--- src/sv/gsv_pkg.sv ---
package gsv_pkg;

  // Grid size and field widths.
  localparam int MAX_DIMS = 4;
  localparam int DIM_W    = 2;
  localparam int CFG_W    = 3;
  localparam int VAL_W    = 32;
  localparam int STEP_W   = 16;

  // Interpolation datapath: index times span, then a one-sided divide.
  localparam int PROD_W          = VAL_W + 1 + STEP_W;
  localparam int MAG_W           = PROD_W - 1;
  localparam int DIV_BITS_PER_CYC = 2;
  localparam int DIV_STEPS       = MAG_W / DIV_BITS_PER_CYC;
  localparam int DIV_CNT_W       = $clog2(DIV_STEPS);

  // Queue sizes.
  localparam int CMDQ_DEPTH = 2;
  localparam int CMDQ_PTR_W = 1;
  localparam int CMDQ_CNT_W = 2;
  localparam int OUTQ_DEPTH = 4;
  localparam int OUTQ_PTR_W = 2;
  localparam int OUTQ_CNT_W = 3;

  typedef enum logic [1:0] {
    OP_LOAD    = 2'd0,
    OP_ORDER   = 2'd1,
    OP_RESTART = 2'd2,
    OP_NEXT    = 2'd3
  } gsv_op_e;

  typedef enum logic [1:0] {
    ST_OK          = 2'd0,
    ST_NOT_PERM    = 2'd1,
    ST_NOT_STARTED = 2'd2
  } gsv_status_e;

  typedef enum logic [2:0] {
    S_IDLE,
    S_SINGLE,
    S_DIFF,
    S_MUL,
    S_DIV_GO,
    S_DIV_WAIT,
    S_EMIT,
    S_ADV
  } gsv_state_e;

  typedef struct packed {
    logic [1:0]              opcode;
    logic [DIM_W-1:0]        slot_index;
    logic signed [VAL_W-1:0] start_value;
    logic signed [VAL_W-1:0] end_value;
    logic [STEP_W-1:0]       step_total;
    logic [DIM_W-1:0]        order_dimension;
  } gsv_in_t;

  typedef struct packed {
    logic signed [VAL_W-1:0] element_value;
    logic [DIM_W-1:0]        element_dimension;
    logic                    last_element;
    logic                    sweep_done;
    logic [1:0]              status;
  } gsv_out_t;

  typedef struct packed {
    gsv_op_e           op;
    logic [DIM_W-1:0]  slot;
    logic [VAL_W-1:0]  start_value;
    logic [VAL_W-1:0]  end_value;
    logic [STEP_W-1:0] step_total;
    logic [DIM_W-1:0]  order_dim;
  } gsv_cmd_t;

  typedef struct packed {
    logic              start;
    logic [MAG_W-1:0]  dividend;
    logic [STEP_W-1:0] divisor;
  } gsv_div_req_t;

  typedef struct packed {
    logic             busy;
    logic             done;
    logic [MAG_W-1:0] quotient;
  } gsv_div_rsp_t;

endpackage

--- src/sv/gsv_front.sv ---
module gsv_front import gsv_pkg::*; (
  input  logic     clk_i,
  input  logic     rst_ni,
  input  logic     push,
  input  gsv_in_t  in_data_i,
  output logic     full,
  input  logic     cmd_pop_i,
  output logic     cmd_valid_o,
  output gsv_cmd_t cmd_o
);

  gsv_cmd_t              cmdq_q [CMDQ_DEPTH];
  logic [CMDQ_PTR_W-1:0] wr_q, wr_d;
  logic [CMDQ_PTR_W-1:0] rd_q, rd_d;
  logic [CMDQ_CNT_W-1:0] cnt_q, cnt_d;
  gsv_cmd_t              cmd_in;
  logic                  push_ok;
  logic                  pop_ok;

  // Decode the raw item into an internal command.
  always_comb begin
    cmd_in.op          = gsv_op_e'(in_data_i.opcode);
    cmd_in.slot        = in_data_i.slot_index;
    cmd_in.start_value = in_data_i.start_value;
    cmd_in.end_value   = in_data_i.end_value;
    cmd_in.step_total  = in_data_i.step_total;
    cmd_in.order_dim   = in_data_i.order_dimension;
  end

  assign full        = (cnt_q == CMDQ_CNT_W'(CMDQ_DEPTH));
  assign cmd_valid_o = (cnt_q != '0);
  assign cmd_o       = cmdq_q[rd_q];
  assign push_ok     = push && !full;
  assign pop_ok      = cmd_pop_i && cmd_valid_o;

  // Queue pointers and fill count.
  always_comb begin
    wr_d  = push_ok ? wr_q + 1'b1 : wr_q;
    rd_d  = pop_ok ? rd_q + 1'b1 : rd_q;
    cnt_d = cnt_q;
    if (push_ok && !pop_ok) begin
      cnt_d = cnt_q + 1'b1;
    end else if (pop_ok && !push_ok) begin
      cnt_d = cnt_q - 1'b1;
    end
  end

  always_ff @(posedge clk_i or negedge rst_ni) begin
    if (!rst_ni) begin
      wr_q  <= '0;
      rd_q  <= '0;
      cnt_q <= '0;
    end else begin
      wr_q  <= wr_d;
      rd_q  <= rd_d;
      cnt_q <= cnt_d;
    end
  end

  // Queue storage.
  always_ff @(posedge clk_i) begin
    if (push_ok) begin
      cmdq_q[wr_q] <= cmd_in;
    end
  end

endmodule

--- src/sv/gsv_div.sv ---
module gsv_div import gsv_pkg::*; (
  input  logic         clk_i,
  input  logic         rst_ni,
  input  gsv_div_req_t req_i,
  output gsv_div_rsp_t rsp_o
);

  logic                 busy_q;
  logic                 done_q;
  logic [DIV_CNT_W-1:0] cnt_q;
  logic [MAG_W-1:0]     rq_q, rq_d;
  logic [STEP_W-1:0]    rem_q, rem_d;
  logic [STEP_W-1:0]    dsr_q;
  logic [STEP_W:0]      r1, r2;
  logic                 ge1, ge2;
  logic [STEP_W-1:0]    rem1;
  logic [MAG_W-1:0]     rq1;

  // Two restoring steps per cycle; the dividend shifts out at the top while
  // quotient bits shift in at the bottom.
  always_comb begin
    r1   = {rem_q, rq_q[MAG_W-1]};
    ge1  = (r1 >= {1'b0, dsr_q});
    rem1 = ge1 ? STEP_W'(r1 - {1'b0, dsr_q}) : r1[STEP_W-1:0];
    rq1  = {rq_q[MAG_W-2:0], ge1};
    r2   = {rem1, rq1[MAG_W-1]};
    ge2  = (r2 >= {1'b0, dsr_q});
    rem_d = ge2 ? STEP_W'(r2 - {1'b0, dsr_q}) : r2[STEP_W-1:0];
    rq_d  = {rq1[MAG_W-2:0], ge2};
  end

  always_ff @(posedge clk_i or negedge rst_ni) begin
    if (!rst_ni) begin
      busy_q <= 1'b0;
      done_q <= 1'b0;
      cnt_q  <= '0;
    end else begin
      done_q <= 1'b0;
      if (req_i.start) begin
        busy_q <= 1'b1;
        cnt_q  <= '0;
      end else if (busy_q) begin
        cnt_q <= cnt_q + 1'b1;
        if (cnt_q == DIV_CNT_W'(DIV_STEPS - 1)) begin
          busy_q <= 1'b0;
          done_q <= 1'b1;
        end
      end
    end
  end

  // Datapath registers.
  always_ff @(posedge clk_i) begin
    if (req_i.start) begin
      rq_q  <= req_i.dividend;
      rem_q <= '0;
      dsr_q <= req_i.divisor;
    end else if (busy_q) begin
      rq_q  <= rq_d;
      rem_q <= rem_d;
    end
  end

  assign rsp_o.busy     = busy_q;
  assign rsp_o.done     = done_q;
  assign rsp_o.quotient = rq_q;

endmodule

--- src/sv/gsv_back.sv ---
module gsv_back import gsv_pkg::*; (
  input  logic             clk_i,
  input  logic             rst_ni,
  input  logic             cfg_we_i,
  input  logic [CFG_W-1:0] cfg_wdata_i,
  input  logic             cmd_valid_i,
  input  gsv_cmd_t         cmd_i,
  output logic             cmd_pop_o,
  output gsv_div_req_t     div_req_o,
  input  gsv_div_rsp_t     div_rsp_i,
  input  logic             pop,
  output logic             empty,
  output gsv_out_t         out_data_o
);

  // Dimension tables, order table and point counters.
  logic [VAL_W-1:0]  start_q [MAX_DIMS];
  logic [VAL_W-1:0]  end_q   [MAX_DIMS];
  logic [STEP_W-1:0] step_q  [MAX_DIMS];
  logic [DIM_W-1:0]  order_q [MAX_DIMS];
  logic [STEP_W-1:0] count_q [MAX_DIMS];

  logic             ready_q;
  logic [CFG_W-1:0] dim_cnt_q;
  gsv_state_e       state_q, state_d;
  logic [DIM_W-1:0] pos_q;
  logic             carry_q;

  // Per-element datapath registers.
  gsv_out_t                res_q, res_d;
  logic [VAL_W-1:0]        s_q;
  logic signed [VAL_W:0]   diff_q;
  logic [STEP_W-1:0]       idx_q;
  logic [STEP_W-1:0]       dsr_q;
  logic signed [PROD_W-1:0] prod_q;
  logic                    neg_q;
  logic [VAL_W-1:0]        qs_q;

  // Result queue.
  gsv_out_t              outq_q [OUTQ_DEPTH];
  logic [OUTQ_PTR_W-1:0] oq_wr_q;
  logic [OUTQ_PTR_W-1:0] oq_rd_q;
  logic [OUTQ_CNT_W-1:0] oq_cnt_q;
  logic                  oq_full;
  logic                  oq_pop;

  logic              push_en;
  gsv_out_t          push_data;
  gsv_out_t          elem;
  logic [DIM_W-1:0]  last_pos;
  logic [DIM_W-1:0]  ord_pos;
  logic [DIM_W-1:0]  ord_dim;
  logic [DIM_W-1:0]  sel_dim;
  logic [STEP_W-1:0] sel_cnt;
  logic [STEP_W-1:0] sel_step;
  logic [VAL_W-1:0]  sel_start;
  logic [VAL_W-1:0]  sel_end;
  logic              slow_fin;
  logic              perm_ok;
  logic              small_span;
  logic [STEP_W-1:0] adv_val;
  logic              adv_wrap;
  logic              is_last;
  logic signed [PROD_W:0]  prod_full;
  logic [PROD_W-1:0]       prod_neg;
  logic [VAL_W-1:0]        quot_lo;

  // Number of dimensions in use, kept as the index of the last one.
  always_comb begin
    if (dim_cnt_q == '0) begin
      last_pos = '0;
    end else if (dim_cnt_q > CFG_W'(MAX_DIMS)) begin
      last_pos = DIM_W'(MAX_DIMS - 1);
    end else begin
      last_pos = DIM_W'(dim_cnt_q - 1'b1);
    end
  end

  // One table read port: the order table picks the dimension, except while
  // elements are built in dimension order.
  assign ord_pos   = (state_q == S_IDLE) ? last_pos : pos_q;
  assign ord_dim   = order_q[ord_pos];
  assign sel_dim   = (state_q == S_DIFF) ? pos_q : ord_dim;
  assign sel_cnt   = count_q[sel_dim];
  assign sel_step  = step_q[sel_dim];
  assign sel_start = start_q[sel_dim];
  assign sel_end   = end_q[sel_dim];
  assign slow_fin  = (sel_cnt >= sel_step);
  assign small_span = (sel_step <= STEP_W'(1));
  assign is_last   = (pos_q == last_pos);

  // The first dimensions in use must name each of them exactly once.
  always_comb begin
    perm_ok = 1'b1;
    for (int a = 0; a < MAX_DIMS; a++) begin
      if (DIM_W'(a) <= last_pos) begin
        if (order_q[a] > last_pos) begin
          perm_ok = 1'b0;
        end
        for (int b = a + 1; b < MAX_DIMS; b++) begin
          if ((DIM_W'(b) <= last_pos) && (order_q[a] == order_q[b])) begin
            perm_ok = 1'b0;
          end
        end
      end
    end
  end

  // Mixed-radix advance, one order position per cycle.
  assign adv_val  = sel_cnt + {{(STEP_W-1){1'b0}}, carry_q};
  assign adv_wrap = !is_last && (adv_val >= sel_step);

  // Arithmetic for one element.
  assign prod_full = $signed({1'b0, idx_q}) * diff_q;
  assign prod_neg  = '0 - prod_q;
  assign quot_lo   = div_rsp_i.quotient[VAL_W-1:0];

  always_comb begin
    elem.element_value     = s_q + qs_q;
    elem.element_dimension = pos_q;
    elem.last_element      = is_last;
    elem.sweep_done        = 1'b0;
    elem.status            = ST_OK;
  end

  // Single result chosen when a command is taken.
  always_comb begin
    res_d.element_value     = '0;
    res_d.element_dimension = '0;
    res_d.last_element      = 1'b1;
    res_d.sweep_done        = 1'b1;
    res_d.status            = ST_OK;
    if (cmd_i.op == OP_RESTART) begin
      if (perm_ok) begin
        res_d.sweep_done = (sel_step == '0);
      end else begin
        res_d.status = ST_NOT_PERM;
      end
    end else if (!ready_q) begin
      res_d.status = ST_NOT_STARTED;
    end
  end

  // Sequencer: next state and handshakes.
  always_comb begin
    state_d                = state_q;
    cmd_pop_o              = 1'b0;
    div_req_o.start        = 1'b0;
    div_req_o.dividend     = prod_q[PROD_W-1] ? prod_neg[MAG_W-1:0] : prod_q[MAG_W-1:0];
    div_req_o.divisor      = dsr_q;
    push_en                = 1'b0;
    push_data              = res_q;
    unique case (state_q)
      S_IDLE: begin
        if (cmd_valid_i) begin
          cmd_pop_o = 1'b1;
          unique case (cmd_i.op)
            OP_LOAD, OP_ORDER: state_d = S_IDLE;
            OP_RESTART:        state_d = S_SINGLE;
            OP_NEXT:           state_d = (ready_q && !slow_fin) ? S_DIFF : S_SINGLE;
            default:           state_d = S_IDLE;
          endcase
        end
      end
      S_SINGLE: begin
        push_en = !oq_full;
        if (!oq_full) begin
          state_d = S_IDLE;
        end
      end
      S_DIFF: begin
        state_d = small_span ? S_EMIT : S_MUL;
      end
      S_MUL: begin
        state_d = S_DIV_GO;
      end
      S_DIV_GO: begin
        div_req_o.start = 1'b1;
        state_d         = S_DIV_WAIT;
      end
      S_DIV_WAIT: begin
        if (div_rsp_i.done) begin
          state_d = S_EMIT;
        end
      end
      S_EMIT: begin
        push_en   = !oq_full;
        push_data = elem;
        if (!oq_full) begin
          state_d = is_last ? S_ADV : S_DIFF;
        end
      end
      S_ADV: begin
        if (is_last) begin
          state_d = S_IDLE;
        end
      end
      default: state_d = S_IDLE;
    endcase
  end

  always_ff @(posedge clk_i or negedge rst_ni) begin
    if (!rst_ni) begin
      state_q <= S_IDLE;
    end else begin
      state_q <= state_d;
    end
  end

  // Control state, tables and counters.
  always_ff @(posedge clk_i or negedge rst_ni) begin
    if (!rst_ni) begin
      for (int i = 0; i < MAX_DIMS; i++) begin
        start_q[i] <= '0;
        end_q[i]   <= '0;
        step_q[i]  <= '0;
        order_q[i] <= '0;
        count_q[i] <= '0;
      end
      ready_q   <= 1'b0;
      dim_cnt_q <= CFG_W'(1);
      pos_q     <= '0;
      carry_q   <= 1'b0;
    end else begin
      if (cmd_pop_o) begin
        unique case (cmd_i.op)
          OP_LOAD: begin
            start_q[cmd_i.slot] <= cmd_i.start_value;
            end_q[cmd_i.slot]   <= cmd_i.end_value;
            step_q[cmd_i.slot]  <= cmd_i.step_total;
            ready_q             <= 1'b0;
          end
          OP_ORDER: begin
            order_q[cmd_i.slot] <= cmd_i.order_dim;
            ready_q             <= 1'b0;
          end
          OP_RESTART: begin
            ready_q <= perm_ok;
            if (perm_ok) begin
              for (int i = 0; i < MAX_DIMS; i++) begin
                count_q[i] <= '0;
              end
            end
          end
          OP_NEXT: begin
            pos_q <= '0;
          end
          default: ;
        endcase
      end
      if ((state_q == S_EMIT) && !oq_full) begin
        pos_q   <= is_last ? '0 : pos_q + 1'b1;
        carry_q <= 1'b1;
      end
      if (state_q == S_ADV) begin
        count_q[sel_dim] <= adv_wrap ? '0 : adv_val;
        carry_q          <= adv_wrap;
        pos_q            <= pos_q + 1'b1;
      end
      if (cfg_we_i) begin
        dim_cnt_q <= cfg_wdata_i;
        ready_q   <= 1'b0;
      end
    end
  end

  // Element datapath.
  always_ff @(posedge clk_i) begin
    if (cmd_pop_o) begin
      res_q <= res_d;
    end
    if (state_q == S_DIFF) begin
      s_q    <= sel_start;
      diff_q <= $signed({sel_end[VAL_W-1], sel_end}) - $signed({sel_start[VAL_W-1], sel_start});
      idx_q  <= sel_cnt;
      dsr_q  <= sel_step - 1'b1;
      qs_q   <= '0;
    end
    if (state_q == S_MUL) begin
      prod_q <= prod_full[PROD_W-1:0];
    end
    if (state_q == S_DIV_GO) begin
      neg_q <= prod_q[PROD_W-1];
    end
    if ((state_q == S_DIV_WAIT) && div_rsp_i.done) begin
      qs_q <= neg_q ? VAL_W'(0) - quot_lo : quot_lo;
    end
  end

  // Result queue control.
  assign oq_full    = (oq_cnt_q == OUTQ_CNT_W'(OUTQ_DEPTH));
  assign empty      = (oq_cnt_q == '0);
  assign oq_pop     = pop && !empty;
  assign out_data_o = outq_q[oq_rd_q];

  always_ff @(posedge clk_i or negedge rst_ni) begin
    if (!rst_ni) begin
      oq_wr_q  <= '0;
      oq_rd_q  <= '0;
      oq_cnt_q <= '0;
    end else begin
      if (push_en) begin
        oq_wr_q <= oq_wr_q + 1'b1;
      end
      if (oq_pop) begin
        oq_rd_q <= oq_rd_q + 1'b1;
      end
      if (push_en && !oq_pop) begin
        oq_cnt_q <= oq_cnt_q + 1'b1;
      end else if (oq_pop && !push_en) begin
        oq_cnt_q <= oq_cnt_q - 1'b1;
      end
    end
  end

  always_ff @(posedge clk_i) begin
    if (push_en) begin
      outq_q[oq_wr_q] <= push_data;
    end
  end

endmodule

--- src/sv/grid_sweep_vector_generator.sv ---
// Channel  | Direction | Handshake          | Payload
// input    | in        | push / full        | in_data_i  (gsv_in_t)
// result   | out       | empty / pop        | out_data_o (gsv_out_t)
// config   | in        | cfg_we_i           | cfg_wdata_i (dimension count)
//
// Load and order items are handled in the back end's idle state; a restart or
// a vector request with a single result also passes the single-result state.
// Vector elements use the shared divider, which retires two quotient bits per
// cycle, unless their dimension has a step total of one or less.
// Reset clears the tables, counters and both queues; the sweep is not started.
// A full result queue stalls the back end only; the two-entry command queue
// keeps taking items until it fills.
module grid_sweep_vector_generator import gsv_pkg::*; (
  input  logic             clk_i,
  input  logic             rst_ni,
  input  logic             push,
  input  gsv_in_t          in_data_i,
  output logic             full,
  output logic             empty,
  input  logic             pop,
  output gsv_out_t         out_data_o,
  input  logic             cfg_we_i,
  input  logic [CFG_W-1:0] cfg_wdata_i
);

  logic         cmd_valid;
  logic         cmd_pop;
  gsv_cmd_t     cmd;
  gsv_div_req_t div_req;
  gsv_div_rsp_t div_rsp;

  // Front end: accepts and decodes items.
  gsv_front u_front (
    .clk_i       (clk_i),
    .rst_ni      (rst_ni),
    .push        (push),
    .in_data_i   (in_data_i),
    .full        (full),
    .cmd_pop_i   (cmd_pop),
    .cmd_valid_o (cmd_valid),
    .cmd_o       (cmd)
  );

  // Shared divider for the interpolation quotient.
  gsv_div u_div (
    .clk_i  (clk_i),
    .rst_ni (rst_ni),
    .req_i  (div_req),
    .rsp_o  (div_rsp)
  );

  // Back end: tables, sweep counters and result queue.
  gsv_back u_back (
    .clk_i       (clk_i),
    .rst_ni      (rst_ni),
    .cfg_we_i    (cfg_we_i),
    .cfg_wdata_i (cfg_wdata_i),
    .cmd_valid_i (cmd_valid),
    .cmd_i       (cmd),
    .cmd_pop_o   (cmd_pop),
    .div_req_o   (div_req),
    .div_rsp_i   (div_rsp),
    .pop         (pop),
    .empty       (empty),
    .out_data_o  (out_data_o)
  );

  // The divider is never restarted while a quotient is in progress.
  assert property (@(posedge clk_i) disable iff (!rst_ni)
    div_req.start |-> !div_rsp.busy)
    else $error("divider started while busy");

  // The back end only takes a command the front end holds.
  assert property (@(posedge clk_i) disable iff (!rst_ni)
    cmd_pop |-> cmd_valid)
    else $error("command taken from an empty queue");

  // An error result is always a single, finished result.
  assert property (@(posedge clk_i) disable iff (!rst_ni)
    (!empty && (out_data_o.status != ST_OK)) |->
      (out_data_o.sweep_done && out_data_o.last_element))
    else $error("error result is not a single done result");

  // A done result a vector element never carries.
  assert property (@(posedge clk_i) disable iff (!rst_ni)
    (!empty && out_data_o.sweep_done) |->
      (out_data_o.element_value == '0 && out_data_o.element_dimension == '0))
    else $error("done result carries element data");

endmodule
--- config.mk ---
export PLATFORM = sky130hd
export DESIGN_NAME = grid_sweep_vector_generator
export DESIGN_NICKNAME = d
export VERILOG_FILES = /design/src/sv/gsv_pkg.sv /design/src/sv/gsv_front.sv /design/src/sv/gsv_div.sv /design/src/sv/gsv_back.sv /design/src/sv/grid_sweep_vector_generator.sv
export SDC_FILE = /design/constraint.sdc
export NUM_CORES = 2
export LEC_CHECK = 0
export BUFFER_PORTS_ARGS = -buffer_cell sky130_fd_sc_hd__buf_2
export CORE_MARGIN = 2
export CORE_UTILIZATION = 35
export CTS_BUF_LIST = sky130_fd_sc_hd__clkbuf_4 sky130_fd_sc_hd__clkbuf_8 sky130_fd_sc_hd__clkbuf_16
export CTS_CLUSTER_DIAMETER = 60
export DETAILED_ROUTE_END_ITERATION = 10
export HOLD_SLACK_MARGIN = 0.12
export PLACE_DENSITY = 0.56
export SYNTH_ARGS = -nofsm -noshare
export SYNTH_HDL_FRONTEND = slang
export SYNTH_SLANG_ARGS = --single-unit
--- constraint.sdc ---
create_clock -name clk_i -period 14 [get_ports clk_i]
set_input_delay 0 -clock clk_i [delete_from_list [all_inputs] [get_ports clk_i]]
set_output_delay 0 -clock clk_i [all_outputs]
set_load 0.01 [all_outputs]
==> impl_metrics.py <==
metrics = {
    "outcome": {
        "status": "complete, no violations",
    },
    "setup_path": {
        "timing.rr.end": "u_back.prod_q[48]",
        "end_kind": "flip-flop",
        "r2r_setup_slack_ns": 5.69,
        "arrival_ns": 8.79,
        "path_class": "reg -> reg",
        "r2r_cells": 20,
        "crit_fanout": 19,
        "r2r-start": "u_back.idx_q[8]",
        "critPathLaunchType": "flip-flop",
        "required_ns": 14.48,
    },
    "sta": {
        "fin_tns_setup_ns": 0,
        "fin_crit_sh": 0.593,
        "skew_ns": 0.0844,
        "final_max_slew_viol_count": 0,
        "rsz0062_at_grt": "no",
        "period_needed_ns": 8.31,
        "clock.fmax_mhz": 120,
        "whs_ns": 0.153,
        "worstMarginPinSlew_ns": 1.29,
        "finalHoldViolCount": 0,
        "slew_headroom": 0.128,
        "setup_viol": 0,
    },
    "die": {
        "coreArea_um2": 186000,
        "fp-row-count": 158,
        "die_area_um2": 191000,
        "start_util": 0.353,
        "die_height_um": 437,
        "top_level_ports": 134,
        "die_x_um": 437,
    },
    "cts": {
        "clkSlewWorstSetupHoldPaths_ns": 0.06,
        "insertion_delay_ns": 0.77,
        "cts_hold_buf": 184,
        "cts_setup_buffers": 0,
        "cts_buffers": 117,
        "htree_levels": 3,
        "clockRootBuffer": "clkbuf_16",
        "clkSinkCount": 1006,
        "ctsResizeCount": 0,
        "cts_tree": "built",
        "clk_path_buf_depth": 3,
    },
    "final_layout": {
        "mostFrequentLayoutCell": "inv_1",
        "nets": 7281,
        "drive_above_1_share": 0.0806,
        "fin_cells": 9004,
        "areaGrowthSynthToFinish_pct": 14.1,
        "final_cell_mix": "739 x inv_1, 626 x nand2_1, 570 x edfxtp_1",
    },
    "routing": {
        "drt_iter0_markers": 3014,
        "drt_drc_violations_left": 0,
        "antenna_left": 0,
        "drtPass1Iterations": 5,
        "post_drt_wl_per_cell_um": 18.9,
        "vias": 44900,
        "avgViaCountPerCell": 4.98,
        "wirelength_mm": 170,
    },
    "hold_path": {
        "min_path_type": "in -> reg",
        "hold_end": "u_back.ready_q",
        "holdPathStages": 3,
        "hold_start": "cfg_we_i",
    },
    "synthesis": {
        "netlist-cell-type-count": 80,
        "synth_area_um2": 65500,
        "ys_warn_count": 0,
        "ys.flop_type": "edfxtp_1",
        "ys_ff_latch": 1006,
        "async_reset_ff_frac": 0.417,
        "avgSynthCellArea_um2": 10.6,
        "synthCells": 6207,
        "syn_nets": 7069,
        "yosysSeqAreaShare": 0.427,
        "synth_edf_count": 570,
    },
    "global_routing": {
        "grt_max_degree": 155,
        "grt-busiest-layer": "met2",
        "met2_usage": 0.291,
        "grt_remaining_overflow": 0,
        "antenna_found_initial": 0,
        "met1_usage": 0.248,
        "grt_util_all_layers": 0.178,
        "grt_use_met3": 0.0231,
        "grt_pass1_wl_mm": 268,
        "grt_pass1_vias": 45700,
    },
    "placed_design": {
        "placed_cells": 8596,
        "place_hpwl_mm": 122,
        "place_congestion": 0.891,
        "io_buffers": 133,
    },
    "run": {
        "drv_cap": 0,
    },
}
logic make-up after synthesis:
kind of cell | count (synthesis) | synth area share
flops | 1006 | 0.427
fa+ha+maj | 768 | 0.204
compound gates | 1088 | 0.0989
xor+xnor | 256 | 0.0342
buf+inv | 1031 | 0.0592
simple gates | 1750 | 0.122
mux | 308 | 0.0548
flip-flops by register name, indices dropped and copies added, names as in the netlist, 32 cells and up:
signal	flops
u_back.count_q	64
u_back.end_q	128
u_front.cmdq_q	172
u_back.step_q	64
u_back.prod_q	49
u_div.rq_q	48
u_back.start_q	128
u_back.diff_q	33
u_back.outq_q	152
u_back.qs_q	32
u_back.s_q	32
how the worst max path moves through the flow:
| stage | start | end | slack, ns | depth (start not counted) |
|---|---|---|---|---|
| floorplan | u_back.state_q[2] | u_back.count_q[53] | 6.95 | 21 |
| global placement | u_back.diff_q[7] | u_back.prod_q[48] | 5.95 | 24 |
| detailed placement | u_back.idx_q[8] | u_back.prod_q[48] | 5.85 | 20 |
| CTS | u_back.idx_q[8] | u_back.prod_q[48] | 5.84 | 20 |
| global route | u_back.idx_q[8] | u_back.prod_q[48] | 5.35 | 20 |
| finish | u_back.idx_q[8] | u_back.prod_q[48] | 5.69 | 20 |
final cells by class:
cell class / count / area (um2)
Fill cell: 18000 / 111000
Multi-Input combinational cell: 4170 / 33800
Sequential cell: 1006 / 28000
Clock buffer: 156 / 3340
Tap cell: 2480 / 3100
Timing Repair Buffer: 383 / 3060
Inverter: 741 / 2780
Clock inverter: 67 / 721
Antenna cell: 1 / 2.50
through the flow:
stage                     cell area, um2  setup slack, ns   util
final                              74700             5.69  0.403
after global placement             68800             5.95  0.371
after CTS                          74700             5.84  0.403
after detailed placement           68800             5.85  0.371
after global routing               74700             5.35  0.403
after floorplan                    65500             6.95      -
cells in the mapped netlist, types with 12 or more instances:
cell      count  area, um2
a211oi_1     61        458
a21o_1       69        518
a21oi_1     424       2120
a31oi_1      20        125
and2_1      293       1830
and3_1       26        163
buf_1        26       97.6
clkbuf_1    258        968
dfrtp_1     419      10500
dfxtp_1      16        320
edfxtp_1    570      17100
fa_1        503      10100
ha_1        265       3320
inv_1       741       2780
mux2_2       25        282
mux2i_1     245       2450
mux4_2       38        856
nand2_1     626       2350
nand2b_1     22        138
nand3_1      39        195
nand4_1      28        175
nor2_1      566       2120
nor2b_1      24        150
nor3_1       32        160
nor4_1       12       75.1
o21a_1       22        165
o21ai_0     291       1460
o21ai_1      17       85.1
o21bai_1     25        188
o31ai_1      34        255
o41ai_1      14        123
or3_1        17        106
or4_1        25        188
xnor2_1     113        990
xor2_1      143       1250
critical path: stages (launching register included):
cell and delay [ns]:
edfxtp_1 0.73, buf_4 0.38, nand2_1 0.12, fa_1 0.59, fa_1 0.45, fa_1 0.57, fa_1 0.43, fa_1 0.46
fa_1 0.49, inv_1 0.04, ha_1 0.35, nand3_1 0.13, a2111oi_0 0.61, nor3b_1 0.17, o41ai_1 1.15, o31a_1 0.35
a211o_1 0.21, nor3b_1 0.39, a221o_1 0.22, a21oi_1 0.07, xnor2_1 0.13
routing by layer:
| metal | up-vias | wire (um) |
|---|---|---|
| li1 | 21200 | - |
| met1 | 22400 | 78600 |
| met2 | 1027 | 78900 |
| met3 | 228 | 8460 |
| met4 | 0 | 4410 |
| met5 | - | 0 |
Power is not shown: default switching activity piles up to over one toggle a cycle in this logic, so the estimate is an artifact.
